[src/rtl/iee_pkg.sv]
// Package for the infix expression evaluator: operator codes, status codes,
// transaction payloads, controller command and status structs. No dependencies.
`timescale 1ns / 1ps
package iee_pkg;

  localparam int StackDepthDefault = 16;
  localparam int DataWidth = 32;
  localparam int SymWidth = 8;

  typedef enum logic [2:0] {
    OP_LPAREN = 3'd0,
    OP_ADD    = 3'd1,
    OP_SUB    = 3'd2,
    OP_MUL    = 3'd3,
    OP_DIV    = 3'd4
  } op_t;

  typedef enum logic [1:0] {
    ST_OK        = 2'd0,
    ST_DIVZERO   = 2'd1,
    ST_OVERFLOW  = 2'd2,
    ST_MALFORMED = 2'd3
  } status_t;

  localparam logic [7:0] ChLparen = 8'h28;
  localparam logic [7:0] ChRparen = 8'h29;
  localparam logic [7:0] ChMul    = 8'h2A;
  localparam logic [7:0] ChAdd    = 8'h2B;
  localparam logic [7:0] ChSub    = 8'h2D;
  localparam logic [7:0] ChDiv    = 8'h2F;
  localparam logic [7:0] ChZero   = 8'h30;
  localparam logic [7:0] ChNine   = 8'h39;

  // Input and result transaction payloads
  typedef struct packed {
    logic [SymWidth-1:0] symbol;
    logic                last;
  } in_item_t;

  typedef struct packed {
    logic [DataWidth-1:0] value;
    logic [1:0]           status;
  } out_item_t;

  // Commands from controller to datapath
  typedef struct packed {
    logic push_num;     // push digit operand
    logic push_op;      // push operator in op_code
    logic pop_op;       // drop top operator
    logic load_top;     // register top-of-stack reads
    logic start_arith;  // begin a reduction on the registered operands
    logic finish_arith; // write arithmetic result, pop one operand
    logic clear;        // empty stacks and error
    logic [1:0] err;    // error to raise (ST_OK: none)
    op_t  op_code;
    logic [3:0] digit;
  } cmd_t;

  // Status from datapath to controller
  typedef struct packed {
    logic op_empty;
    logic op_full;
    logic num_full;
    logic num_lt2;
    logic num_one;
    logic num_empty;
    logic arith_done;
    op_t  op_top;       // registered read of the operator stack top
  } stat_t;

  function automatic logic [1:0] prec(input op_t op);
    logic [1:0] p;
    p = 2'd0;
    if (op == OP_MUL || op == OP_DIV) p = 2'd2;
    else if (op == OP_ADD || op == OP_SUB) p = 2'd1;
    return p;
  endfunction

endpackage

[src/rtl/iee_stream_if.sv]
// Valid/ready stream interface with a parameterised payload.
// Depends on nothing.
`timescale 1ns / 1ps
interface iee_stream_if #(parameter type payload_t = logic);
  logic     valid;
  logic     ready;
  payload_t data;
  modport source (output valid, output data, input ready);
  modport sink (input valid, input data, output ready);
endinterface

[src/rtl/iee_ram.sv]
// Generic single-port-write, single-read RAM with registered read data.
// Depends on nothing.
`timescale 1ns / 1ps
module iee_ram #(
  parameter int Width = 32,
  parameter int Depth = 16
) (
  input  logic                     clk,
  input  logic                     we,
  input  logic [$clog2(Depth)-1:0] waddr,
  input  logic [Width-1:0]         wdata,
  input  logic [$clog2(Depth)-1:0] raddr,
  output logic [Width-1:0]         rdata
);
  logic [Width-1:0] mem [Depth];

  always_ff @(posedge clk) begin
    if (we) begin
      mem[waddr] <= wdata;
    end
    rdata <= mem[raddr];
  end
endmodule

[src/rtl/iee_divider.sv]
// Iterative signed 32-bit divider, one quotient bit per cycle, truncating.
// Depends on nothing.
`timescale 1ns / 1ps
module iee_divider (
  input  logic        clk,
  input  logic        rst,
  input  logic        start,
  input  logic [31:0] num,
  input  logic [31:0] den,
  output logic        done,
  output logic [31:0] quo
);
  logic [31:0] rem;
  logic [31:0] q;
  logic [31:0] d;
  logic [5:0]  cnt;
  logic        busy;
  logic        neg;
  logic [32:0] trial;

  assign trial = {rem[31:0], q[31]} - {1'b0, d};

  always_ff @(posedge clk) begin
    if (rst) begin
      busy <= 1'b0;
      done <= 1'b0;
    end else begin
      done <= 1'b0;
      if (start) begin
        busy <= 1'b1;
        cnt  <= 6'd32;
        rem  <= '0;
        q    <= num[31] ? (32'd0 - num) : num;
        d    <= den[31] ? (32'd0 - den) : den;
        neg  <= num[31] ^ den[31];
      end else if (busy) begin
        // shift one bit, subtract where it fits
        if (!trial[32]) begin
          rem <= trial[31:0];
          q   <= {q[30:0], 1'b1};
        end else begin
          rem <= {rem[30:0], q[31]};
          q   <= {q[30:0], 1'b0};
        end
        cnt <= cnt - 6'd1;
        if (cnt == 6'd1) begin
          busy <= 1'b0;
          done <= 1'b1;
        end
      end
    end
  end

  assign quo = neg ? (32'd0 - q) : q;
endmodule

[src/rtl/iee_datapath.sv]
// Datapath: operand and operator stacks, arithmetic unit, error register.
// Depends on iee_pkg, iee_ram and iee_divider.
`timescale 1ns / 1ps
module iee_datapath #(
  parameter int StackDepth = iee_pkg::StackDepthDefault
) (
  input  logic                  clk,
  input  logic                  rst,
  input  iee_pkg::cmd_t         cmd,
  output iee_pkg::stat_t        stat,
  output logic [31:0]           value,
  output logic [1:0]            status
);
  localparam int AW = (StackDepth > 1) ? $clog2(StackDepth) : 1;
  localparam int CW = $clog2(StackDepth + 1);
  localparam logic [CW-1:0] Full = CW'(StackDepth);

  logic [CW-1:0] num_cnt;
  logic [CW-1:0] op_cnt;
  logic [1:0]    err;
  logic [31:0]   rhs_q;
  logic [31:0]   rd_a;
  logic [31:0]   rd_b;
  logic [2:0]    op_rd;
  logic [31:0]   lhs_q;
  logic [31:0]   res;
  logic          div_done;
  logic [31:0]   quo;
  logic          arith_done;
  logic          is_div;
  logic          div_start;
  logic          num_we;
  logic [AW-1:0] num_waddr;
  logic [31:0]   num_wdata;
  logic [AW-1:0] ra_a;
  logic [AW-1:0] ra_b;
  iee_pkg::op_t  cur_op;
  logic          wait_div;

  // stack read addresses: top and the one under it
  assign ra_a = AW'(num_cnt - CW'(1));
  assign ra_b = AW'(num_cnt - CW'(2));

  assign num_we    = cmd.push_num || cmd.finish_arith;
  assign num_waddr = cmd.push_num ? AW'(num_cnt) : AW'(num_cnt - CW'(2));
  assign num_wdata = cmd.push_num ? {28'd0, cmd.digit} : res;

  iee_ram #(.Width(32), .Depth(StackDepth)) u_num_a (
    .clk, .we(num_we), .waddr(num_waddr), .wdata(num_wdata), .raddr(ra_a), .rdata(rd_a));
  iee_ram #(.Width(32), .Depth(StackDepth)) u_num_b (
    .clk, .we(num_we), .waddr(num_waddr), .wdata(num_wdata), .raddr(ra_b), .rdata(rd_b));
  iee_ram #(.Width(3), .Depth(StackDepth)) u_ops (
    .clk, .we(cmd.push_op), .waddr(AW'(op_cnt)), .wdata(cmd.op_code),
    .raddr(AW'(op_cnt - CW'(1))), .rdata(op_rd));

  assign div_start = cmd.start_arith && (cmd.op_code == iee_pkg::OP_DIV) && (rhs_q != 32'd0);
  iee_divider u_div (
    .clk, .rst, .start(div_start), .num(lhs_q), .den(rhs_q), .done(div_done), .quo(quo));

  // compute result of the current operator
  always_comb begin
    case (cur_op)
      iee_pkg::OP_ADD: res = lhs_q + rhs_q;
      iee_pkg::OP_SUB: res = lhs_q - rhs_q;
      iee_pkg::OP_MUL: res = lhs_q * rhs_q;
      iee_pkg::OP_DIV: res = is_div ? quo : 32'd0;
      default:         res = 32'd0;
    endcase
  end

  // hold operands and track arithmetic progress
  always_ff @(posedge clk) begin
    if (rst) begin
      arith_done <= 1'b0;
      wait_div   <= 1'b0;
    end else begin
      arith_done <= 1'b0;
      if (cmd.load_top) begin
        rhs_q <= rd_a;
        lhs_q <= rd_b;
      end
      if (cmd.start_arith) begin
        cur_op <= cmd.op_code;
        is_div <= div_start;
        if (div_start) begin
          wait_div <= 1'b1;
        end else begin
          arith_done <= 1'b1;
        end
      end
      if (wait_div && div_done) begin
        wait_div   <= 1'b0;
        arith_done <= 1'b1;
      end
    end
  end

  // counters and sticky error
  always_ff @(posedge clk) begin
    if (rst || cmd.clear) begin
      num_cnt <= '0;
      op_cnt  <= '0;
      err     <= iee_pkg::ST_OK;
    end else begin
      if (cmd.push_num) num_cnt <= num_cnt + CW'(1);
      if (cmd.finish_arith) num_cnt <= num_cnt - CW'(1);
      if (cmd.push_op) op_cnt <= op_cnt + CW'(1);
      if (cmd.pop_op) op_cnt <= op_cnt - CW'(1);
      if (err == iee_pkg::ST_OK) begin
        if (cmd.err != iee_pkg::ST_OK) err <= cmd.err;
        else if (cmd.start_arith && cmd.op_code == iee_pkg::OP_DIV && rhs_q == 32'd0)
          err <= iee_pkg::ST_DIVZERO;
      end
    end
  end

  assign stat.op_empty   = (op_cnt == '0);
  assign stat.op_full    = (op_cnt >= Full);
  assign stat.num_full   = (num_cnt >= Full);
  assign stat.num_lt2    = (num_cnt < CW'(2));
  assign stat.num_one    = (num_cnt == CW'(1));
  assign stat.num_empty  = (num_cnt == '0);
  assign stat.arith_done = arith_done;
  assign stat.op_top     = iee_pkg::op_t'(op_rd);

  assign value  = rd_a;
  assign status = err;
endmodule

[src/rtl/iee_ctrl.sv]
// Controller state machine: decodes symbols, sequences reductions and result.
// Depends on iee_pkg.
`timescale 1ns / 1ps
module iee_ctrl (
  input  logic           clk,
  input  logic           rst,
  input  logic           in_valid,
  output logic           in_ready,
  input  logic [7:0]     symbol,
  input  logic           last,
  output iee_pkg::cmd_t  cmd,
  input  iee_pkg::stat_t stat,
  output logic           out_valid,
  input  logic           out_ready,
  output logic           cap_result
);
  typedef enum logic [8:0] {
    S_IDLE  = 9'b000000001,
    S_TOP   = 9'b000000010, // read top operator
    S_DEC   = 9'b000000100, // decide on the top operator
    S_OPND  = 9'b000001000, // read top operands
    S_ARITH = 9'b000010000, // start arithmetic
    S_WAIT  = 9'b000100000, // wait for result
    S_FIN   = 9'b001000000, // check count, read value
    S_CAP   = 9'b010000000, // capture value
    S_OUT   = 9'b100000000  // present the result
  } state_t;

  typedef enum logic [1:0] {
    M_OPER  = 2'd0, // reduce before pushing an operator
    M_CLOSE = 2'd1, // reduce down to '('
    M_END   = 2'd2  // reduce everything
  } mode_t;

  state_t        state;
  state_t        state_next;
  mode_t         mode;
  iee_pkg::op_t  pend_op;
  iee_pkg::op_t  red_op;
  logic          pend_last;
  logic          is_op;
  iee_pkg::op_t  dec_op;
  logic          settle;

  // decode operator characters
  always_comb begin
    is_op  = 1'b1;
    dec_op = iee_pkg::OP_ADD;
    case (symbol)
      iee_pkg::ChAdd: dec_op = iee_pkg::OP_ADD;
      iee_pkg::ChSub: dec_op = iee_pkg::OP_SUB;
      iee_pkg::ChMul: dec_op = iee_pkg::OP_MUL;
      iee_pkg::ChDiv: dec_op = iee_pkg::OP_DIV;
      default:        is_op  = 1'b0;
    endcase
  end

  assign in_ready   = (state == S_IDLE);
  assign out_valid  = (state == S_OUT);
  assign cap_result = (state == S_CAP);

  always_ff @(posedge clk) begin
    if (rst) begin
      state <= S_IDLE;
    end else begin
      state <= state_next;
    end
  end

  always_ff @(posedge clk) begin
    if (state == S_IDLE && in_valid) begin
      pend_last <= last;
      pend_op   <= dec_op;
      if (symbol == iee_pkg::ChRparen) mode <= M_CLOSE;
      else if (is_op) mode <= M_OPER;
      else mode <= M_END;
    end
    if (state == S_DEC) red_op <= stat.op_top;
    if (state == S_FIN && pend_last) mode <= M_END;
    // once the character is settled, a last one goes on to reduce everything
    if (settle && pend_last) mode <= M_END;
  end

  always_comb begin
    state_next = state;
    cmd = '0;
    cmd.op_code = red_op;
    settle = 1'b0;
    unique case (state)
      S_IDLE: begin
        if (in_valid) begin
          if (symbol >= iee_pkg::ChZero && symbol <= iee_pkg::ChNine) begin
            if (stat.num_full) cmd.err = iee_pkg::ST_OVERFLOW;
            else begin
              cmd.push_num = 1'b1;
              cmd.digit = 4'(symbol - iee_pkg::ChZero);
            end
            state_next = last ? S_TOP : S_IDLE;
          end else if (symbol == iee_pkg::ChLparen) begin
            if (stat.op_full) cmd.err = iee_pkg::ST_OVERFLOW;
            else begin
              cmd.push_op = 1'b1;
              cmd.op_code = iee_pkg::OP_LPAREN;
            end
            state_next = last ? S_TOP : S_IDLE;
          end else if (symbol == iee_pkg::ChRparen || is_op || last) begin
            state_next = S_TOP;
          end
        end
      end
      S_TOP: state_next = S_DEC;
      S_DEC: begin
        if (stat.op_empty) begin
          case (mode)
            M_OPER: begin
              if (stat.op_full) cmd.err = iee_pkg::ST_OVERFLOW;
              else begin
                cmd.push_op = 1'b1;
                cmd.op_code = pend_op;
              end
              settle = 1'b1;
              state_next = pend_last ? S_TOP : S_IDLE;
            end
            M_CLOSE: begin
              cmd.err = iee_pkg::ST_MALFORMED;
              settle = 1'b1;
              state_next = pend_last ? S_TOP : S_IDLE;
            end
            default: state_next = S_FIN;
          endcase
        end else if (stat.op_top == iee_pkg::OP_LPAREN) begin
          case (mode)
            M_OPER: begin
              if (stat.op_full) cmd.err = iee_pkg::ST_OVERFLOW;
              else begin
                cmd.push_op = 1'b1;
                cmd.op_code = pend_op;
              end
              settle = 1'b1;
              state_next = pend_last ? S_TOP : S_IDLE;
            end
            M_CLOSE: begin
              cmd.pop_op = 1'b1;
              settle = 1'b1;
              state_next = pend_last ? S_TOP : S_IDLE;
            end
            default: begin
              cmd.err = iee_pkg::ST_MALFORMED;
              cmd.pop_op = 1'b1;
              state_next = S_TOP;
            end
          endcase
        end else if (mode == M_OPER &&
                     iee_pkg::prec(stat.op_top) < iee_pkg::prec(pend_op)) begin
          if (stat.op_full) cmd.err = iee_pkg::ST_OVERFLOW;
          else begin
            cmd.push_op = 1'b1;
            cmd.op_code = pend_op;
          end
          settle = 1'b1;
          state_next = pend_last ? S_TOP : S_IDLE;
        end else begin
          // reduce once
          cmd.pop_op = 1'b1;
          if (stat.num_lt2) begin
            cmd.err = iee_pkg::ST_MALFORMED;
            state_next = S_TOP;
          end else begin
            state_next = S_OPND;
          end
        end
      end
      S_OPND: begin
        cmd.load_top = 1'b1;
        state_next = S_ARITH;
      end
      S_ARITH: begin
        cmd.start_arith = 1'b1;
        state_next = S_WAIT;
      end
      S_WAIT: begin
        if (stat.arith_done) begin
          cmd.finish_arith = 1'b1;
          state_next = S_TOP;
        end
      end
      S_FIN: begin
        if (!stat.num_one) cmd.err = iee_pkg::ST_MALFORMED;
        state_next = S_CAP;
      end
      S_CAP: state_next = S_OUT;
      S_OUT: begin
        if (out_ready) begin
          cmd.clear = 1'b1;
          state_next = S_IDLE;
        end
      end
      default: state_next = S_IDLE;
    endcase
  end
endmodule

[src/rtl/infix_expression_evaluator.sv]
// Infix expression evaluator: one character per input transaction.
// Digits, '(' and ignored characters are handled in the idle state; operators and ')'
// reduce stacked operators as precedence and parentheses require, a division using the shift/subtract divider.
// The last character then reduces what remains before the result transaction,
// which holds until taken; no input is accepted meanwhile.
// Synchronous active-high reset empties both stacks and clears the error.
`timescale 1ns / 1ps
module infix_expression_evaluator #(
  parameter int StackDepth = iee_pkg::StackDepthDefault
) (
  input logic   clk,
  input logic   rst,
  iee_stream_if.sink   in_ch,
  iee_stream_if.source out_ch
);
  iee_pkg::cmd_t  cmd;
  iee_pkg::stat_t stat;
  logic [31:0]    dp_value;
  logic [1:0]     dp_status;
  logic           cap_result;
  logic [31:0]    value;
  logic [1:0]     status;

  iee_ctrl u_ctrl (
    .clk, .rst,
    .in_valid(in_ch.valid), .in_ready(in_ch.ready),
    .symbol(in_ch.data.symbol), .last(in_ch.data.last),
    .cmd, .stat,
    .out_valid(out_ch.valid), .out_ready(out_ch.ready),
    .cap_result);

  iee_datapath #(.StackDepth(StackDepth)) u_dp (
    .clk, .rst, .cmd, .stat, .value(dp_value), .status(dp_status));

  // capture result; empty stack reads as zero
  always_ff @(posedge clk) begin
    if (cap_result) begin
      value  <= stat.num_empty ? 32'd0 : dp_value;
      status <= dp_status;
    end
  end

  assign out_ch.data.value  = value;
  assign out_ch.data.status = status;
endmodule

[src/flat_wrapper.sv]
// flat-port wrapper written by rule: the top's interface ports become plain ports
module infix_expression_evaluator_flat 
#(
  parameter int StackDepth = iee_pkg::StackDepthDefault
)
  (clk, rst, in_ch_valid, in_ch_data, in_ch_ready, out_ch_valid, out_ch_data, out_ch_ready);
  iee_stream_if #(.payload_t(iee_pkg::in_item_t)) in_ch_i ();
  iee_stream_if #(.payload_t(iee_pkg::out_item_t)) out_ch_i ();
  input logic clk;
  input logic rst;
  input wire logic [$bits(in_ch_i.valid)-1:0] in_ch_valid;
  input wire logic [$bits(in_ch_i.data)-1:0] in_ch_data;
  output wire logic [$bits(in_ch_i.ready)-1:0] in_ch_ready;
  output wire logic [$bits(out_ch_i.valid)-1:0] out_ch_valid;
  output wire logic [$bits(out_ch_i.data)-1:0] out_ch_data;
  input wire logic [$bits(out_ch_i.ready)-1:0] out_ch_ready;
  assign in_ch_i.valid = in_ch_valid;
  assign in_ch_i.data = in_ch_data;
  assign in_ch_ready = in_ch_i.ready;
  assign out_ch_valid = out_ch_i.valid;
  assign out_ch_data = out_ch_i.data;
  assign out_ch_i.ready = out_ch_ready;
  infix_expression_evaluator #(.StackDepth(StackDepth)) u_core (.clk(clk), .rst(rst), .in_ch(in_ch_i), .out_ch(out_ch_i));
endmodule
[config.mk]
export PLATFORM = sky130hd
export DESIGN_NAME = infix_expression_evaluator_flat
export DESIGN_NICKNAME = d
export VERILOG_FILES = /design/src/rtl/iee_pkg.sv /design/src/rtl/iee_stream_if.sv /design/src/rtl/iee_ram.sv /design/src/rtl/iee_divider.sv /design/src/rtl/iee_datapath.sv /design/src/rtl/iee_ctrl.sv /design/src/rtl/infix_expression_evaluator.sv /design/src/flat_wrapper.sv
export SDC_FILE = /design/constraint.sdc
export NUM_CORES = 2
export LEC_CHECK = 0
export BUFFER_PORTS_ARGS = -buffer_cell sky130_fd_sc_hd__buf_2
export CAP_MARGIN = 40
export CORE_MARGIN = 4
export CORE_UTILIZATION = 25
export DETAILED_ROUTE_END_ITERATION = 8
export GPL_ROUTABILITY_DRIVEN = 0
export GPL_TIMING_DRIVEN = 0
export PLACE_DENSITY = 0.38
export SLEW_MARGIN = 40
export SYNTH_ARGS = -nofsm -noshare
export SYNTH_HDL_FRONTEND = slang
export SYNTH_SLANG_ARGS = --single-unit
[constraint.sdc]
create_clock -name clk -period 7.7 [get_ports clk]
set_clock_uncertainty 0.15 [all_clocks]
set_input_delay 0.385 -clock clk [delete_from_list [all_inputs] [get_ports clk]]
set_output_delay 0.385 -clock clk [all_outputs]
set_load 0.05 [all_outputs]
# [Word level (Yosys, flattened, before mapping)]
# Memory sizes are Yosys's and may differ from the RTL's. A register that Yosys moved wholly into a read port is not among the register bits.
# Index checks and enable logic that the tools add are counted.
[totals] wordCells=234 inputBits=13 ram_bits=1072 memories=3 out_inout_bits=36 ff_bits=239
[op_classes] multipliers=1 n_lt_le_gt_ge=6 n_eq_ne=35 muxes=108 n_reduce_logical=41 bitwise_logic=3 add_sub_neg=13
[mem_list] memory="u_core.u_dp.u_num_a.mem" words=16 word_bits=32 read_ports=1 rd_ports_with_merged_regs=1 wr=1 line_no="iee_ram.sv:15" source="logic [Width-1:0] mem [Depth];"
[mem_list] memory="u_core.u_dp.u_num_b.mem" words=16 word_bits=32 read_ports=1 rd_ports_with_merged_regs=1 wr=1 line_no="iee_ram.sv:15"
[mem_list] memory="u_core.u_dp.u_ops.mem" words=16 word_bits=3 read_ports=1 rd_ports_with_merged_regs=1 wr=1 line_no="iee_ram.sv:15"
[ops] cell="32-bit two-way mux" count=8
[ops] cell="32-bit one-hot mux with 4 select lines" count=1
[ops] cell="1-bit by 32-bit subtractor with 32-bit output (first input constant)" count=3
[ops] cell="9-bit two-way mux" count=10
[ops] cell="9-bit one-hot mux with 9 select lines" count=1
[ops] cell="8-bit by 6-bit == test with 1-bit output (second input constant)" count=6
[ops] cell="2-bit two-way mux" count=23
[ops] cell="1-bit two-way mux" count=39
[ops] cell="5-bit two-way mux" count=7
[ops] cell="33-bit by 32-bit subtractor with 33-bit output" count=1
[ops] cell="32-bit adder" count=1
[ops] cell="32-bit logical NOT" count=1
[ops] cell="32-bit by 32-bit multiplier with 32-bit output" count=1
[ops] cell="32-bit nonzero test" count=1
[ops] cell="32-bit subtractor" count=1
[ops] cell="31-bit two-way mux" count=1
[ops] cell="4-bit two-way mux" count=5
[ops] cell="3-bit by 2-bit == test with 1-bit output (second input constant)" count=6
[ops] cell="3-bit two-way mux" count=5
[ops] cell="3-bit == test (second input constant)" count=4
[ops] cell="2-bit AND reduction" count=6
[ops] cell="5-bit by 1-bit adder with 5-bit output (second input constant)" count=2
[ops] cell="5-bit >= comparator (second input constant)" count=2
[ops] cell="5-bit logical NOT" count=2
[ops] cell="other kinds (42)" count=70

# [Depth between registers and ports, before layout]
[logic_depth] depth_word=19 depth_mapped=28 mapped_depth_nobuf=26

# [Hierarchy]
# From an unflattened synthesis, not the netlist that was laid out.
[unflattened] hier_cells=5254 hier_area_um2=73838.3
[by_module_without_submodules] module="iee_ram (u_core.u_dp.u_num_a ...)" cells_each=838 seq_area_each_um2=16015.4 n_inst=2 area_each_um2=19835.3
[by_module_without_submodules] module="iee_datapath" cells_each=2411 seq_area_each_um2=2322.2 n_inst=1 area_each_um2=21802.2
[by_module_without_submodules] module="iee_divider" cells_each=819 seq_area_each_um2=3133.0 n_inst=1 area_each_um2=7742.4
[by_module_without_submodules] module="iee_ram (u_core.u_dp.u_ops)" cells_each=103 seq_area_each_um2=1501.4 n_inst=1 area_each_um2=2011.9
[by_module_without_submodules] module="iee_ctrl" cells_each=176 seq_area_each_um2=430.4 n_inst=1 area_each_um2=1367.6
[by_module_without_submodules] module="infix_expression_evaluator" cells_each=69 seq_area_each_um2=1021.0 n_inst=1 area_each_um2=1243.7

# [Worst setup path before layout]
# OpenSTA, ideal clock, no wires.
[synth_timing] kind="register to register" from="register u_core.u_dp.op_cnt[0]" to="register u_core.u_dp.u_div.cnt[0] (enable)" period_less_slack_ns=7.703 path_stages_with_launch=15 t_required_ns=7.029 setup_ns=0.521 path_buffers=4 path_slack_ns=-0.003 arrival_ns=7.032 cell_sequence="dfxtp_1 > clkbuf_1 > buf_1 > inv_1 > ha_1 > nand3b_1 > o31ai_1 > o211ai_1 > nor2_1 > a22o_1 > or2_1 > or4_1 > buf_4 > buf_2 > a21oi_1"
[synth_rtl] element="start, declared" line_no="iee_datapath.sv:19" source="logic [CW-1:0] op_cnt;"
[synth_rtl] element="start signal, assigned" line_no="iee_datapath.sv:107" source="if (cmd.push_op) op_cnt <= op_cnt + CW'(1);"
[synth_rtl] element="start signal, assigned" line_no="iee_datapath.sv:108" source="if (cmd.pop_op) op_cnt <= op_cnt - CW'(1);"
[synth_rtl] element="end signal, assigned" line_no="iee_divider.sv:45" source="cnt <= cnt - 6'd1;"
[synth_rtl] element="end, declared" line_no="iee_divider.sv:16" source="logic [5:0] cnt;"

# [Worst setup path in the final report]
[layout_timing] from="register u_core.u_dp.rhs_q[7]" to="memory u_core.u_dp.u_num_b.mem[3][28] (data pin)"
[layout_via] elab_chain_cells=3 elab_cells_between_ends=5 cone_classes="add/sub (2); mul (1); mux (2)"
[layout_rtl] element="start, declared" line_no="iee_datapath.sv:21" source="logic [31:0] rhs_q;"
[layout_rtl] element="start signal, assigned" line_no="iee_datapath.sv:79" source="rhs_q <= rd_a;"
[layout_rtl] element="32-bit by 32-bit multiplier with 32-bit output (tied with other cells)" line_no="iee_datapath.sv:65" source="iee_pkg::OP_MUL: res = lhs_q * rhs_q;"
[layout_rtl] element="32-bit one-hot mux with 4 select lines (*)" line_no="iee_datapath.sv:62" source="case (cur_op)"
[layout_rtl] element="32-bit two-way mux (*)" line_no="iee_datapath.sv:46" source="assign num_wdata = cmd.push_num ? {28'd0, cmd.digit} : res;"
[layout_rtl] element="via u_core.u_dp.num_wdata[28]" line_no="iee_datapath.sv:34" source="logic [31:0] num_wdata;"
[layout_rtl] element="end, declared" line_no="iee_ram.sv:15"
# Mark *: on every way through the listed nets, which the timed path passes. The rest lies on a longest branch.

==> metrics.txt <==
status=complete, but fails checks; violated checks=negative setup slack; Crit path required time=about 8000 ps; Final WS setup=-324 ps; ys flop type=edfxtp_1; Fmax achieved=about 0.12 GHz; first-pass GRT wire length=309 mm; syn_nets=5132; number of max-cap violations=0; FP Rows=176; CTS tree=done; Post-Synth Adder-Cell Area=18.6%; drt wl/cell=between 20 and 30 um; pre-CTS WS=-2090 ps; Sink Count=866; core area=approximately 0.23 sq mm; CTS buffer count=between 90 and 100; largest net degree at the start of global routing=36; I/O Buffers=between 40 and 50; htree depth=3; Bufs on Longest Clock Path=3; ratio of cells with drive above 1 in the final layout=approximately a quarter; multiplexer area fraction after synthesis=a little over an eighth; Post-synth EDFFs=between 700 and 800; final setup fails=200; Cells after Synth=around 4.5k; Reg area=between 0.02 and 0.03 sq mm; die area=roughly 0.24 sq mm; RSZ-0062 raised after global routing=yes; Initial Util=between 20 and 30%; max incr delay on CP=560 ps; Synth cell types=a little over 80; vias in the first global route=between 40k and 50k; Hold Crit Class=in2reg; post-route antenna net violation count=0; commonest non-fill, non-tap cell in the layout=edfxtp_1; CP endpoint kind=flip-flop; Routed Wire Length=around 220 mm; main combinational cell family by area after synthesis=adder cells; Mapped Avg Cell Area=between 10 and 15 sq um; Area Growth Syn to Fin=22.0%; initial antenna violation count=16; period utilization=104%; Tot Pwr=10.3 mW; Layout Nets=5534; Vias/cell=a little under 5; arrival time at the worst endpoint=roughly 8300 ps; Worst VDD drop=approximately 190 uV; DR pass1 iterations=6; worst skew pair latency=between 700 and 800 ps; final instance area=0.0704 sq mm; Power Dens Cells=around 150 mW/mm^2; I/O pin cnt=49; Placed Instance Area=around 0.064 sq mm; Final min period=roughly 8000 ps; WS Path Type=reg2reg; Final Hold Fails=0; clock root buffer=clkbuf_16; YS warnings=0; Die Span X=488 um; CP most frequent cell=fa_1; Slew headroom=37.8%; die height=between 400 and 500 um; Slowest-stage cell, CP=fa_1; complex-gate fraction of the synthesized area=under 10%; Synth Register Bits=around 870; total number of vias=about 39k; asr flop ratio synth=0%; Synth Cell Area=between 0.05 and 0.06 sq mm; Total GRT Usage=a little under a fifth; Post-Synth Simple-Gate Area=a little over a tenth; Max Slew Vio Count=0; Critical Path Start Type=flip-flop; clock transition at the registers of the reported paths=roughly 60 ps; xor/xnor share of the synthesized area=under 10%; worst-path maximum fanout=8; area of the multi-input gates=0.0312 sq mm; leakage=approximately 26 nW; sequential share of the synthesized area=around 43%; DRC=0; DR iter-0 viols=approximately 3.4k; Core Util, Final=between 30% and 40%; worst slew pin tran=approximately 930 ps; Fillers=around 23k; GR Overflow Total=0; post-DP HPWL=~170 mm; final setup TNS=-38570 ps; most frequent cells in the layout=edfxtp_1, inv_1, nand2_1, fa_1, mux4_2
-- cells in the mapped netlist (all sizes together), types with 28 or more instances --
cell type,number,share of area [%]
dfxtp,94,3.3
nand3,43,0.37
o21ai,127,1.1
a21oi,125,1.1
inv,467,3.0
and2,315,3.4
clkbuf,212,1.4
xnor2,153,2.3
nor2,164,1.1
mux4,335,13
nor2b,49,0.53
nand2b,28,0.30
nor3,41,0.36
nand2,437,2.8
a21o,45,0.59
o31ai,37,0.49
buf,44,0.34
edfxtp,772,40
ha,203,4.4
xor2,112,1.7
fa,410,14
-- registers in the layout (all words and copies together) (netlist names), 3 cells and up --
register and count:
u_core.u_ctrl.pend_op 3, u_core.u_ctrl.red_op 3, u_core.u_ctrl.state 9, u_core.u_dp.cur_op 3, u_core.u_dp.lhs_q 32, u_core.u_dp.num_cnt 5, u_core.u_dp.op_cnt 5, u_core.u_dp.rhs_q 32
u_core.u_dp.u_div.cnt 6, u_core.u_dp.u_div.d 32, u_core.u_dp.u_div.q 32, u_core.u_dp.u_div.rem 32, u_core.u_dp.u_num_a.rdata 32, u_core.u_dp.u_num_b.mem 512, u_core.u_dp.u_num_b.rdata 32, u_core.u_dp.u_ops.mem 48
u_core.u_dp.u_ops.rdata 3, u_core.value 32
-- through the flow --
| stage | instances | hold slack, ps |
|---|---|---|
| floorplan | 4506 | 236 |
| global placement | 7580 | 239 |
| detailed placement | 7691 | 241 |
| CTS | 7986 | 69.7 |
| global route | 8025 | 114 |
| finish | 8029 | 153 |
-- path summary, 6_finish.rpt --
check,from,to,slack (ps),cells after the start
hold reg to reg,u_core.u_dp.u_num_b.rdata[25],u_core.u_dp.lhs_q[25],230,0
setup / recovery,u_core.u_dp.rhs_q[7],u_core.u_dp.u_num_b.mem[3][28],-320,29
setup reg to reg,u_core.u_dp.rhs_q[7],u_core.u_dp.u_num_b.mem[3][28],-320,29
hold / removal,in_ch_data[4],u_core.u_dp.u_num_b.mem[7][3],150,4
-- power by group --
group / internal, mW / switching (mW)
Clock: 2.93 / 2.04
Combinational: 0.0901 / 0.121
Sequential: 5.06 / 0.0229
Total: 8.09 / 2.18
-- critical path: cells and delay by family, from the launching register on --
family                   cells  cell delay [ps]
AO/OA/AOI/OAI                6             1020
adder cells (fa/ha/maj)      9             4140
flip-flops                   1              410
AND/OR/NAND/NOR              5              900
XOR/XNOR                     1              120
buffers and inverters        8             1010
-- metal layers --
metal / vias up / GRT usage, % / share of wire [%]
li1: 16787 / - / -
met1: 20526 / 24.6 / 44
met2: 1155 / 31.0 / 49
met3: 266 / 2.04 / 4.7
met4: 2 / 5.19 / 3.0
met5: - / 0 / 0.0059
-- cells by family after synthesis --
| group | Yosys count |
|---|---|
| compound gates | 490 |
| xor+xnor | 265 |
| simple gates | 1205 |
| buf+inv | 723 |
| mux | 344 |
| flops | 866 |
| fa+ha+maj | 613 |
-- final cells by class --
cell class                 instances  area share, %
antenna                           10         0.0356
buffer                           248           2.66
clock buffer                     122           3.83
clock inverter                    64           1.01
inverter                         467           2.50
multi-input combinational       2921           44.4
sequential                       866           35.6
tap                             3026           5.38
timing repair buffer             305           4.56
-- timing repair --
action                     4_1_cts  5_1_grt
resized for setup              343      143
hold buffers                    14        0
buffers inserted                91       37
cloned                           8        5
setup endpoints to repair      368      320
pin swaps                       78      106
hold endpoints to repair        21        0
Note: power is estimated with default switching activity, not from simulation.
